## config.mk

```make
export PLATFORM = sky130hd
export DESIGN_NAME = thi_div_step
export DESIGN_NICKNAME = d
export VERILOG_FILES = /design/src/thi_pkg.sv /design/src/thi_div_step.sv
export SDC_FILE = /design/constraint.sdc
export NUM_CORES = 1
export LEC_CHECK = 0
export BUFFER_PORTS_ARGS = -buffer_cell sky130_fd_sc_hd__buf_2
export CAP_MARGIN = 30
export CORE_MARGIN = 2
export CORE_UTILIZATION = 33
export CTS_CLUSTER_SIZE = 40
export DETAILED_ROUTE_END_ITERATION = 10
export GPL_ROUTABILITY_DRIVEN = 0
export GPL_TIMING_DRIVEN = 0
export PLACE_DENSITY = 0.63
export SLEW_MARGIN = 20
export SYNTH_ARGS = -nofsm -noshare
export SYNTH_HDL_FRONTEND = slang
export SYNTH_SLANG_ARGS = --single-unit
```

## constraint.sdc

```tcl
create_clock -name clk -period 5.9 [get_ports clk]
set_input_delay 0.295 -clock clk [delete_from_list [all_inputs] [get_ports clk]]
set_output_delay 0.295 -clock clk [all_outputs]
set_load 0.01 [all_outputs]
```

## src/thi_pkg.sv

```systemverilog
// shared types for the triangle height interpolator
// no dependencies
package thi_pkg;

  typedef struct packed {
    logic valid;
    logic neg;
    logic ovf;
    logic deg;
  } flags_t;

endpackage

```

## src/thi_div_step.sv

```systemverilog
// one registered step of the restoring divider, one quotient bit per stage
// depends on thi_pkg for the flag struct
module thi_div_step #(
  parameter int C  = 24,
  parameter int Q  = 26,
  parameter int WW = 51,
  parameter int RW = 52
) (
  input  logic              clk,
  input  logic              rst,
  input  logic              en,
  input  thi_pkg::flags_t   f_i,
  input  logic [RW-1:0]     r_i,
  input  logic [Q-1:0]      n_i,
  input  logic [Q-1:0]      q_i,
  input  logic [WW-1:0]     d_i,
  input  logic [C-1:0]      z0_i,
  output thi_pkg::flags_t   f_o,
  output logic [RW-1:0]     r_o,
  output logic [Q-1:0]      n_o,
  output logic [Q-1:0]      q_o,
  output logic [WW-1:0]     d_o,
  output logic [C-1:0]      z0_o
);

  logic [RW-1:0] t;
  logic [RW-1:0] dx;
  logic          ge;

  assign t  = {r_i[RW-2:0], n_i[Q-1]};
  assign dx = RW'(d_i);
  assign ge = (t >= dx);

  always_ff @(posedge clk) begin
    if (rst) begin
      f_o <= '0;
    end else if (en) begin
      f_o <= f_i;
    end
  end

  always_ff @(posedge clk) begin
    if (en) begin
      r_o  <= ge ? (t - dx) : t;
      q_o  <= {q_i[Q-2:0], ge};
      n_o  <= {n_i[Q-2:0], 1'b0};
      d_o  <= d_i;
      z0_o <= z0_i;
    end
  end

endmodule

```

Word level (Yosys, flattened, before mapping)
Cells that the tools add are included.
W data, S select, Z words.
{"block": "word_totals", "register_bits": 182, "in_bits": 186, "wordCells": 12}
{"block": "classes", "add_sub_neg": 1, "order_cmp": 1, "muxes": 1}
{"op": "$ge A52 B51 Y1", "count": 1}
{"op": "$mux W52", "count": 1}
{"op": "$sub A52 B51 Y52", "count": 1}

Logic depth before layout (Yosys ltp)
Gate-level depths: netlist (run 1).
{"block": "depth", "word_depth": 2, "depth_mapped": 14, "mapped_depth_nobuf": 13}

Worst setup path after synthesis (run 1)
Ideal clock, no wire load.
{"block": "synth_timing", "kind": "input to register", "startpoint": "in d_i[27]", "endpoint": "reg r_o[16], data pin", "arrival_ns": 2.621, "slack_ns": 3.019, "path_stages": 13, "cell_sequence": "inv_1 > ha_1 > buf_2 > nand4_1 > or3_1 > or3_1 > o21ai_1 > a31oi_1 > o2111ai_2 > nand2_2 > buf_6 > clkinv_2 > mux2_2"}
{"block": "synth_between", "elab_chain_len": 2}
{"element": "start: declaration", "line": "thi_div_step.sv:16", "text": "input logic [WW-1:0] d_i,"}
{"element": "$ge A52 B51 Y1", "line": "thi_div_step.sv:32", "text": "assign ge = (t >= dx);"}
{"element": "named net ge", "line": "thi_div_step.sv:28", "text": "logic ge;"}
{"element": "$mux W52", "line": "thi_div_step.sv:44", "text": "r_o <= ge ? (t - dx) : t;"}
{"element": "end signal: assignment", "line": "thi_div_step.sv:44"}
{"element": "end: declaration", "line": "thi_div_step.sv:19", "text": "output logic [RW-1:0] r_o,"}
The timed path passes the listed nets, and every way through them passes these cells.
A chain may end at the register's enable or synchronous reset.

Worst setup path in the final report (run 1)
{"block": "layout_timing", "startpoint": "in n_i[25]", "endpoint": "reg r_o[36], data pin"}
{"block": "layout_between", "elab_chain_len": 2, "elab_cells_between_ends": 3, "cone_classes": "1 x add/sub; 1 x order compare; 1 x mux"}
{"element": "start: declaration", "line": "thi_div_step.sv:14", "text": "input logic [Q-1:0] n_i,"}
{"element": "$ge A52 B51 Y1", "line": "thi_div_step.sv:32"}
{"element": "named net ge", "line": "thi_div_step.sv:28"}
{"element": "$mux W52", "line": "thi_div_step.sv:44"}
The timed path passes the listed nets, and every way through them passes these cells.

==> metrics.txt, run 1 <==
outcome finished clean; Max Cap Violations 0; ys flop type edfxtp_1; critical path data arrival time 3580 ps; Peak supply drop 0.000175 V; Post-Synth Adder-Cell Area 7.03%; Seq/Total Area, Yosys 58.0%; setup TNS 0 ps; vias 7746; Root Buffer clkbuf_16; top cells by area, synth edfxtp_1 57%, ha_1 6.8%, o21ai_0 4.3%; first-pass GRT wire length 39.8 mm; xor/xnor cell area share of the yosys netlist 4.21%; count of cell types in the netlist 60; number of synthesized flops with an enable pin 178; Crit. End Element register; Syn Std Cell Area 9360 um2; post-CTS setup repair buffer count 0; warnings from Yosys 0; TritonCTS clock tree done; final hold violation count 0; PD cells 289 nW/um2; Skew-Pair Late Insertion Delay 430 ps; Slew HR 48.7%; Pre-Repair DR Iteration Count 5; Setup Viol. Count Final 0; layout cell share with drive strength beyond 1 34.2%; P_leak 5.41 nW; hold crit path type input port to register; Die Span Y 172 um; fin crit period 3400 ps; crit path kind input port to register; startpoint types input port; hpwl dp 21.8 mm; initial antenna violation count 2; DR iter-0 viols 457; vias per cell 4.79; DRC violations left 0; Least-Margin Pin Slew 769 ps; Synth Area in Simple Gates 10.7%; pin count of the biggest net entering global routing 95; Area Overhead vs Synth 31.2%; Rows 61; multiplexer share of the synthesized area 1.12%; Die W 172 um; Worst Skew 0 ps; Reg clk slew, reported paths 80 ps; cell taking the most area after synthesis edfxtp_1; fmax 0.294 GHz; vias in the first global route 7450; Final Util 44.1%; number of synthesized register bits 182; cell count after synthesis 839; GRT overflow 0; Max Slew Vio Count 0; final wirelength 27.4 mm; complex-gate fraction of the synthesized area 14.7%; cts repair resizes 0; critical path required time 6080 ps; RSZ-0062 raised after global routing no; Final #Nets 1462; clock sink count 182; remaining antenna violation count after routing 0; CP Max Fanout 10; initial core utilization 33.6%; Top Ports 369; Die Footprint 29700 um2; # port buffers 365; Async S/R FF share, synth 0%; Avg Inst Size Synth 11.2 um2; core area 27900 um2; Clock Path Buffers 2; H-tree depth 4; Post-CTS Hold Buffers 0; crit share post-route 57.6%; Syn Nets 1077; main combinational cell family by area after synthesis compound AO/OA/AOI/OAI gates; CTS Buf Count 17; Tot GR Track Use 17.7%; post-synth top area share 57.1%; wire per inst 16.9 um; flop-to-flop setup slack 5310 ps
-- metrics by stage --
step	hold WS, ps	cell area (um2)	power (mW)	cells	worst slack [ps]
3_5_place_dp	473	11700	2.44	1583	2050
4_1_cts	15.8	12300	3.59	1615	2460
6_report	33.0	12300	3.55	1617	2500
2_1_floorplan	367	9360	2.09	839	3020
5_1_grt	9.05	12300	3.72	1617	2190
3_3_place_gp	472	11700	2.43	1582	1960
-- cells in the mapped netlist (3+ instances only) --
library cell / number
edfxtp_1: 178
nand2_1: 104
o21ai_0: 80
a21oi_1: 69
inv_1: 63
nor2_1: 52
ha_1: 51
xnor2_1: 23
xor2_1: 22
a21o_1: 19
clkbuf_1: 17
nand4_1: 14
nand3_1: 13
o21a_1: 13
o21bai_1: 11
buf_2: 10
nor3_1: 9
mux2i_1: 6
a211oi_1: 5
and2_1: 4
and3_1: 4
dfxtp_1: 4
mux2_2: 4
nand2b_1: 4
o211ai_1: 4
or3_1: 4
a221oi_1: 3
a31oi_1: 3
nor2b_1: 3
nor3b_1: 3
o31a_1: 3
o31ai_1: 3
-- cell usage in the layout, fill, tap and decap left out, types with 3 or more instances in the layout --
cell,Yosys,routed
buf_2,10,374
edfxtp_1,178,178
nand2_1,104,104
o21ai_0,80,80
a21oi_1,69,69
inv_1,63,63
nor2_1,52,52
ha_1,51,51
xnor2_1,23,23
xor2_1,22,22
a21o_1,19,19
clkbuf_1,17,18
clkbuf_16,0,17
nand4_1,14,14
nand3_1,13,13
o21a_1,13,13
o21bai_1,11,11
nor3_1,9,9
mux2i_1,6,6
inv_8,0,6
a211oi_1,5,5
and3_1,4,4
or3_1,4,4
nand2b_1,4,4
o211ai_1,4,4
and2_1,4,4
mux2_2,4,4
dfxtp_1,4,4
a31oi_1,3,3
a221oi_1,3,3
o31a_1,3,3
o31ai_1,3,3
nor3b_1,3,3
nor2b_1,3,3
inv_6,0,3
-- registers in the layout, summed over array words and instances (netlist names) --
name,count
f_o,4
r_o,52
d_o,51
z0_o,24
q_o,26
n_o,25
-- power breakdown --
part	internal, mW	total [mW]	switching (mW)
Sequential	1.58	1.61	0.0289
Combinational	0.314	0.794	0.480
Clock	0.570	1.15	0.577
Total	2.47	3.55	1.09
-- cells by family after synthesis --
kind of cell	count (synthesis)
AO/OA/AOI/OAI	230
AND/OR/NAND/NOR	224
flip-flops	182
buffers and inverters	95
adder cells (fa/ha/maj)	52
XOR/XNOR	45
multiplexers	10
other	1
-- critical path, cell delays in order --
cell and delay (ps):
buf_2 110, inv_1 50, ha_1 190, fa_1 210
nand2b_1 140, a21oi_1 110, o21ai_0 340, nand2_1 220
a21oi_1 650, o2111ai_2 310, nand2_2 170, buf_6 180
clkinv_2 250, mux2_2 360
-- final cells by class --
cell class | count | area (um2)
diodes | 2 | 5.00
clock buffers | 18 | 429
flip-flops and latches | 182 | 5430
fillers | 2655 | 15600
inverters | 64 | 241
plain buffers | 31 | 149
repair buffers | 366 | 1860
well taps | 378 | 473
multi-input cells | 562 | 3550
clock inverters | 14 | 151
-- layer usage --
metal	share of wire, %	vias to the layer above	GRT usage (%)
li1	-	3825	-
met1	41	3619	20.8
met2	51	281	31.9
met3	7.0	21	4.33
met4	1.3	0	5.12
met5	0	-	0
-- path summary, 6_finish.rpt --
check,startpoint,endpoint,cells past startpoint
worst max-delay path,n_i[25],r_o[36],14
worst min-delay path,z0_i[12],z0_o[12],1
worst max register to register,f_o[0],f_o[0],2
worst min register to register,f_o[2],f_o[2],2
No activity file was read; power rests on OpenSTA's default activity.
==> run 2: changes to the inputs <==
--- a/config.mk
+++ b/config.mk
@@ -13,7 +13,7 @@
 export DETAILED_ROUTE_END_ITERATION = 10
 export GPL_ROUTABILITY_DRIVEN = 0
 export GPL_TIMING_DRIVEN = 0
-export PLACE_DENSITY = 0.63
+export PLACE_DENSITY = 0.65
 export SLEW_MARGIN = 20
 export SYNTH_ARGS = -nofsm -noshare
 export SYNTH_HDL_FRONTEND = slang
==> constraint.sdc (replaced) <==
create_clock -name clk -period 3.1 [get_ports clk]
set_input_delay 0.155 -clock clk [delete_from_list [all_inputs] [get_ports clk]]
set_output_delay 0.155 -clock clk [all_outputs]
set_load 0.01 [all_outputs]
==> run 2 against run 1 <==
  * Worst hold slack lost 22 ps
  * Combinational power rose by 110%
  * Highest routed layer is now met5
  * Register-to-register slack worse by 3400 ps
  * Die area unchanged
  * Flip-flop and latch count unchanged
==> metrics.txt, run 2 (synthesis results as in run 1) <==
Max Cap Violations 0; Least-Margin Pin Slew 701 ps; setup TNS 0 ps; hpwl dp 21.8 mm; H-tree depth 4; core area 27900 um2; M1 GR Usage 22.4%; CP Max Fanout 10; Crit. End Element register; P_leak 6.00 nW; Top Ports 369; Finished Layout Cells 1754; startpoint types input port; DRC violations left 0; final wirelength 29.6 mm; critical path required time 3290 ps; fin crit period 2900 ps; Flop pwr share 44.4%; remaining antenna violation count after routing 0; CTS Buf Count 17; Clock Path Buffers 2; grt peak-use layer met2; outcome finished clean; Reg clk slew, reported paths 80 ps; Reg with most FFs r_o; pin count of the biggest net entering global routing 94; final hold violation count 0; max reg flops 52; P_int 4.81 mW; Comb pwr share 24.1%; met2 global-route usage 34.3%; Slew HR 53.3%; clock sink count 182; DR iter-0 viols 507; Tot GR Track Use 19.3%; Max Slew Vio Count 0; Worst Skew 0 ps; Pre-Repair DR Iteration Count 5; Peak supply drop 0.000337 V; PD cells 505 nW/um2; most common cell after layout, fill and taps aside buf_2; Die W 172 um; TritonCTS clock tree done; vias 8403; vias per cell 4.79; fmax 0.344 GHz; Die Span Y 172 um; vias in the first global route 8323; crit share post-route 93.7%; wire per inst 16.9 um; Largest regs r_o: 52 flops, d_o: 51 flops, q_o: 26 flops; critical path data arrival time 3100 ps; hold crit path type input port to register; first-pass GRT wire length 43.5 mm; Rows 61; RSZ-0062 raised after global routing no; Final Util 49.2%; initial antenna violation count 5; Final #Nets 1599; Die Footprint 29700 um2; Setup Viol. Count Final 0; Clock power frac 31.5%; Area Overhead vs Synth 46.3%; most frequent cells in the layout 374 x buf_2, 178 x edfxtp_1, 136 x dlygate4sd3_1; Root Buffer clkbuf_16; crit path kind input port to register; switching share of power 30.4%; # port buffers 365; layout cell share with drive strength beyond 1 31.4%; met3 usage 5.10%; dpl cells 1583; Skew-Pair Late Insertion Delay 430 ps; GRT overflow 0; Switch Pwr 2.10 mW; initial core utilization 33.6%
-- run 2: power by group through the flow --
stage               combinational [mW]  sequential (mW)  clock, mW
floorplan                        0.703             3.27          0
global placement                  1.50             3.13          0
detailed placement                1.52             3.12          0
CTS                               1.67             3.07       2.23
global route                      1.84             3.10       2.31
finish                            1.67             3.07       2.18
-- run 2: final cells by class --
| class | count | area [um2] |
|---|---|---|
| fillers | 2497 | 14200 |
| flip-flops and latches | 182 | 5430 |
| multi-input cells | 562 | 3590 |
| repair buffers | 503 | 3230 |
| well taps | 378 | 473 |
| clock buffers | 18 | 429 |
| inverters | 64 | 243 |
| clock inverters | 14 | 151 |
| plain buffers | 31 | 151 |
| diodes | 2 | 5.00 |
-- run 2: per-layer routing --
metal	up-vias	wire, um
li1	4111	-
met1	3929	12100
met2	307	14700
met3	48	2060
met4	8	643
met5	-	52
-- run 2: what timing repair did --
item	CTS	global route
pin swaps	1	0
setup endpoints to repair	43	28
hold buffers	136	0
setup buffers	1	0
hold endpoints to repair	135	0
gates cloned	0	0
resized for setup	6	7
-- run 2: worst paths after layout --
path | from | to | slack, ps | cells past startpoint
worst min-delay path | r_i[39] | r_o[40] | 10 | 3
worst min register to register | f_o[0] | f_o[0] | 490 | 2
worst max-delay path | d_i[27] | r_o[29] | 200 | 14
worst max register to register | f_o[3] | f_o[3] | 1950 | 3
-- run 2: critical path, cell delays in order --
cell       delay (ps)
buf_2              90
inv_1              40
ha_1              260
buf_2             180
nand4_1           150
or3_1             510
or3_1             440
o21ai_1           180
a31oi_2            90
o2111ai_2         160
nand2_2           130
buf_6             180
inv_4             170
mux2_2            350
-- run 2: per-stage QoR --
step           hold slack [ps]  power [mW]  instance area [um2]  worst slack (ps)
2_1_floorplan              227        3.98                 9360               359
3_3_place_gp               332        4.63                11700              -838
3_5_place_dp               333        4.64                11700              -866
4_1_cts                  0.319        6.97                13700              52.8
5_1_grt                   6.28        7.25                13700              15.6
6_report                  11.1        6.92                13700               195
==> run 3: changes to the inputs <==
--- a/config.mk
+++ b/config.mk
@@ -13,7 +13,8 @@
 export DETAILED_ROUTE_END_ITERATION = 10
 export GPL_ROUTABILITY_DRIVEN = 0
 export GPL_TIMING_DRIVEN = 0
-export PLACE_DENSITY = 0.65
+export HOLD_SLACK_MARGIN = 0.05
+export PLACE_DENSITY = 0.63
 export SLEW_MARGIN = 20
 export SYNTH_ARGS = -nofsm -noshare
 export SYNTH_HDL_FRONTEND = slang
==> constraint.sdc (replaced) <==
create_clock -name clk -period 2.9 [get_ports clk]
set_input_delay 0.145 -clock clk [delete_from_list [all_inputs] [get_ports clk]]
set_output_delay 0.145 -clock clk [all_outputs]
set_load 0.01 [all_outputs]
==> run 3 against run 2 <==
  * Worst hold slack better by 35 ps
  * Flip-flop and latch count stayed put
  * Sequential share of layout area is 1.3 points lower
==> metrics.txt, run 3 (synthesis results as in run 1) <==
Root Buffer clkbuf_16; Largest regs r_o: 52 flops, d_o: 51 flops, q_o: 26 flops; CP top delay family compound AO/OA/AOI/OAI gates; Max Cap Violations 0; fin crit period 2760 ps; CP Max Fanout 6; Skew-Pair Late Insertion Delay 430 ps; Reg clk slew, reported paths 80 ps; flop-to-flop setup slack 1770 ps; core area 27900 um2; Worst Path Buf+Inv 2; hold crit path type input port to register; fmax 0.362 GHz; worst-path cell chain buf_2 -> inv_1 -> ha_1 -> fa_1 -> nand2b_1 -> a21oi_1 -> o21ai_0 -> nand2_2 -> a21oi_4 -> o21ai_0 -> a21oi_1 -> xnor2_1 -> mux2_2; CTS Buf Count 17; DRC violations left 0; most common cell after layout, fill and taps aside buf_2; startpoint types input port; Reg with most FFs r_o; Clock Path Buffers 2; initial core utilization 33.6%; WHS Endpoint r_o[17]; Worst Slack Setup Final 141 ps; Die Footprint 29700 um2; Setup Viol. Count Final 0; setup TNS 0 ps; max reg flops 52; final wirelength 29.9 mm; Die Span Y 172 um; vias per cell 4.74; Rows 61; Slew HR 51.8%; GRT overflow 0; Least-Margin Pin Slew 723 ps; Die W 172 um; remaining antenna violation count after routing 0; outcome finished clean; Tot GR Track Use 19.3%; Max Slew Vio Count 0; Crit. End Element register; wire per inst 16.7 um; Pre-Repair DR Iteration Count 6; Area Overhead vs Synth 51.1%; worst r2r path cells 3; critical path required time 3080 ps; Worst Skew 0 ps; hold_sp r_i[16]; TritonCTS clock tree done; worst r2r src f_o[2]; P_leak 6.20 nW; critical path data arrival time 2940 ps; vias 8500; hpwl dp 21.8 mm; crit share post-route 95.2%; placement-stage worst setup slack -805 ps; Fillers 2466; Sequential Area 5430 um2; max incr delay on CP 440 ps; worst r2r dst f_o[2]; DR iter-0 viols 559; initial antenna violation count 2; RSZ-0062 raised after global routing no; Top Ports 369; layout cell share with drive strength beyond 1 31.1%; Slowest cell on crit path o21ai_0; Pwr Total 7.45 mW; crit path kind input port to register; first-pass GRT wire length 43.9 mm; Min-Delay Path Depth 3; pin count of the biggest net entering global routing 95; Multi-input gate area 3610 um2; vias in the first global route 8389; PD cells 527 nW/um2; final hold violation count 0; # port buffers 365; H-tree depth 4; clock sink count 182; Final #Nets 1640; most frequent cells in the layout 376 x buf_2, 178 x edfxtp_1, 177 x dlygate4sd3_1; Peak supply drop 0.000342 V
[run 3: routing by layer]
metal	GRT usage, %	share of wire (%)
met5	0	0
met4	5.37	1.2
met3	4.49	6.8
met2	35.9	52
met1	22.1	40
[run 3: stage by stage]
stage	hold slack (ps)	instances	util [%]	area, um2
finish	45.9	1795	50.8	14100
detailed placement	323	1583	42.0	11700
global route	63.8	1795	50.8	14100
floorplan	217	839	-	9360
global placement	322	1582	41.9	11700
CTS	57.1	1792	50.6	14100
[run 3: final cells by class]
| cell class | count | area share [%] |
|---|---|---|
| sequential | 182 | 38.3 |
| antenna | 2 | 0.0354 |
| multi-input combinational | 562 | 25.5 |
| buffer | 30 | 1.10 |
| clock inverter | 14 | 1.07 |
| tap | 378 | 3.34 |
| inverter | 64 | 1.75 |
| timing repair buffer | 545 | 25.8 |
| clock buffer | 18 | 3.03 |
[run 3: worst reg2reg max path, cell delays in order (launching register included)]
cell,delay [ps]
dfxtp_1,310
mux2i_1,120
nor2_1,50
dlygate4sd3_1,540
[run 3: worst max path at each step]
stage	from	depth (start not counted)	to	slack, ps
2_1_floorplan	d_i[27]	13	r_o[16]	170
5_1_grt	d_i[35]	14	r_o[36]	10
6_report	n_i[25]	13	r_o[36]	140
4_1_cts	d_i[45]	14	r_o[27]	20
3_5_place_dp	n_i[25]	15	r_o[17]	-800
3_3_place_gp	n_i[25]	15	r_o[17]	-890
[run 3: timing repair]
| action | CTS | global route |
|---|---|---|
| hold endpoints to repair | 176 | 0 |
| gates cloned | 0 | 0 |
| resized for setup | 9 | 19 |
| endpoints found under the setup margin | 53 | 48 |
| setup buffers | 0 | 2 |
| hold buffers | 177 | 0 |
| pin swaps | 0 | 2 |
[run 3: where the power goes]
group	internal [mW]	switching, mW	total [mW]
Sequential	3.22	0.0623	3.28
Clock	1.16	1.17	2.33
Combinational	0.809	1.03	1.84
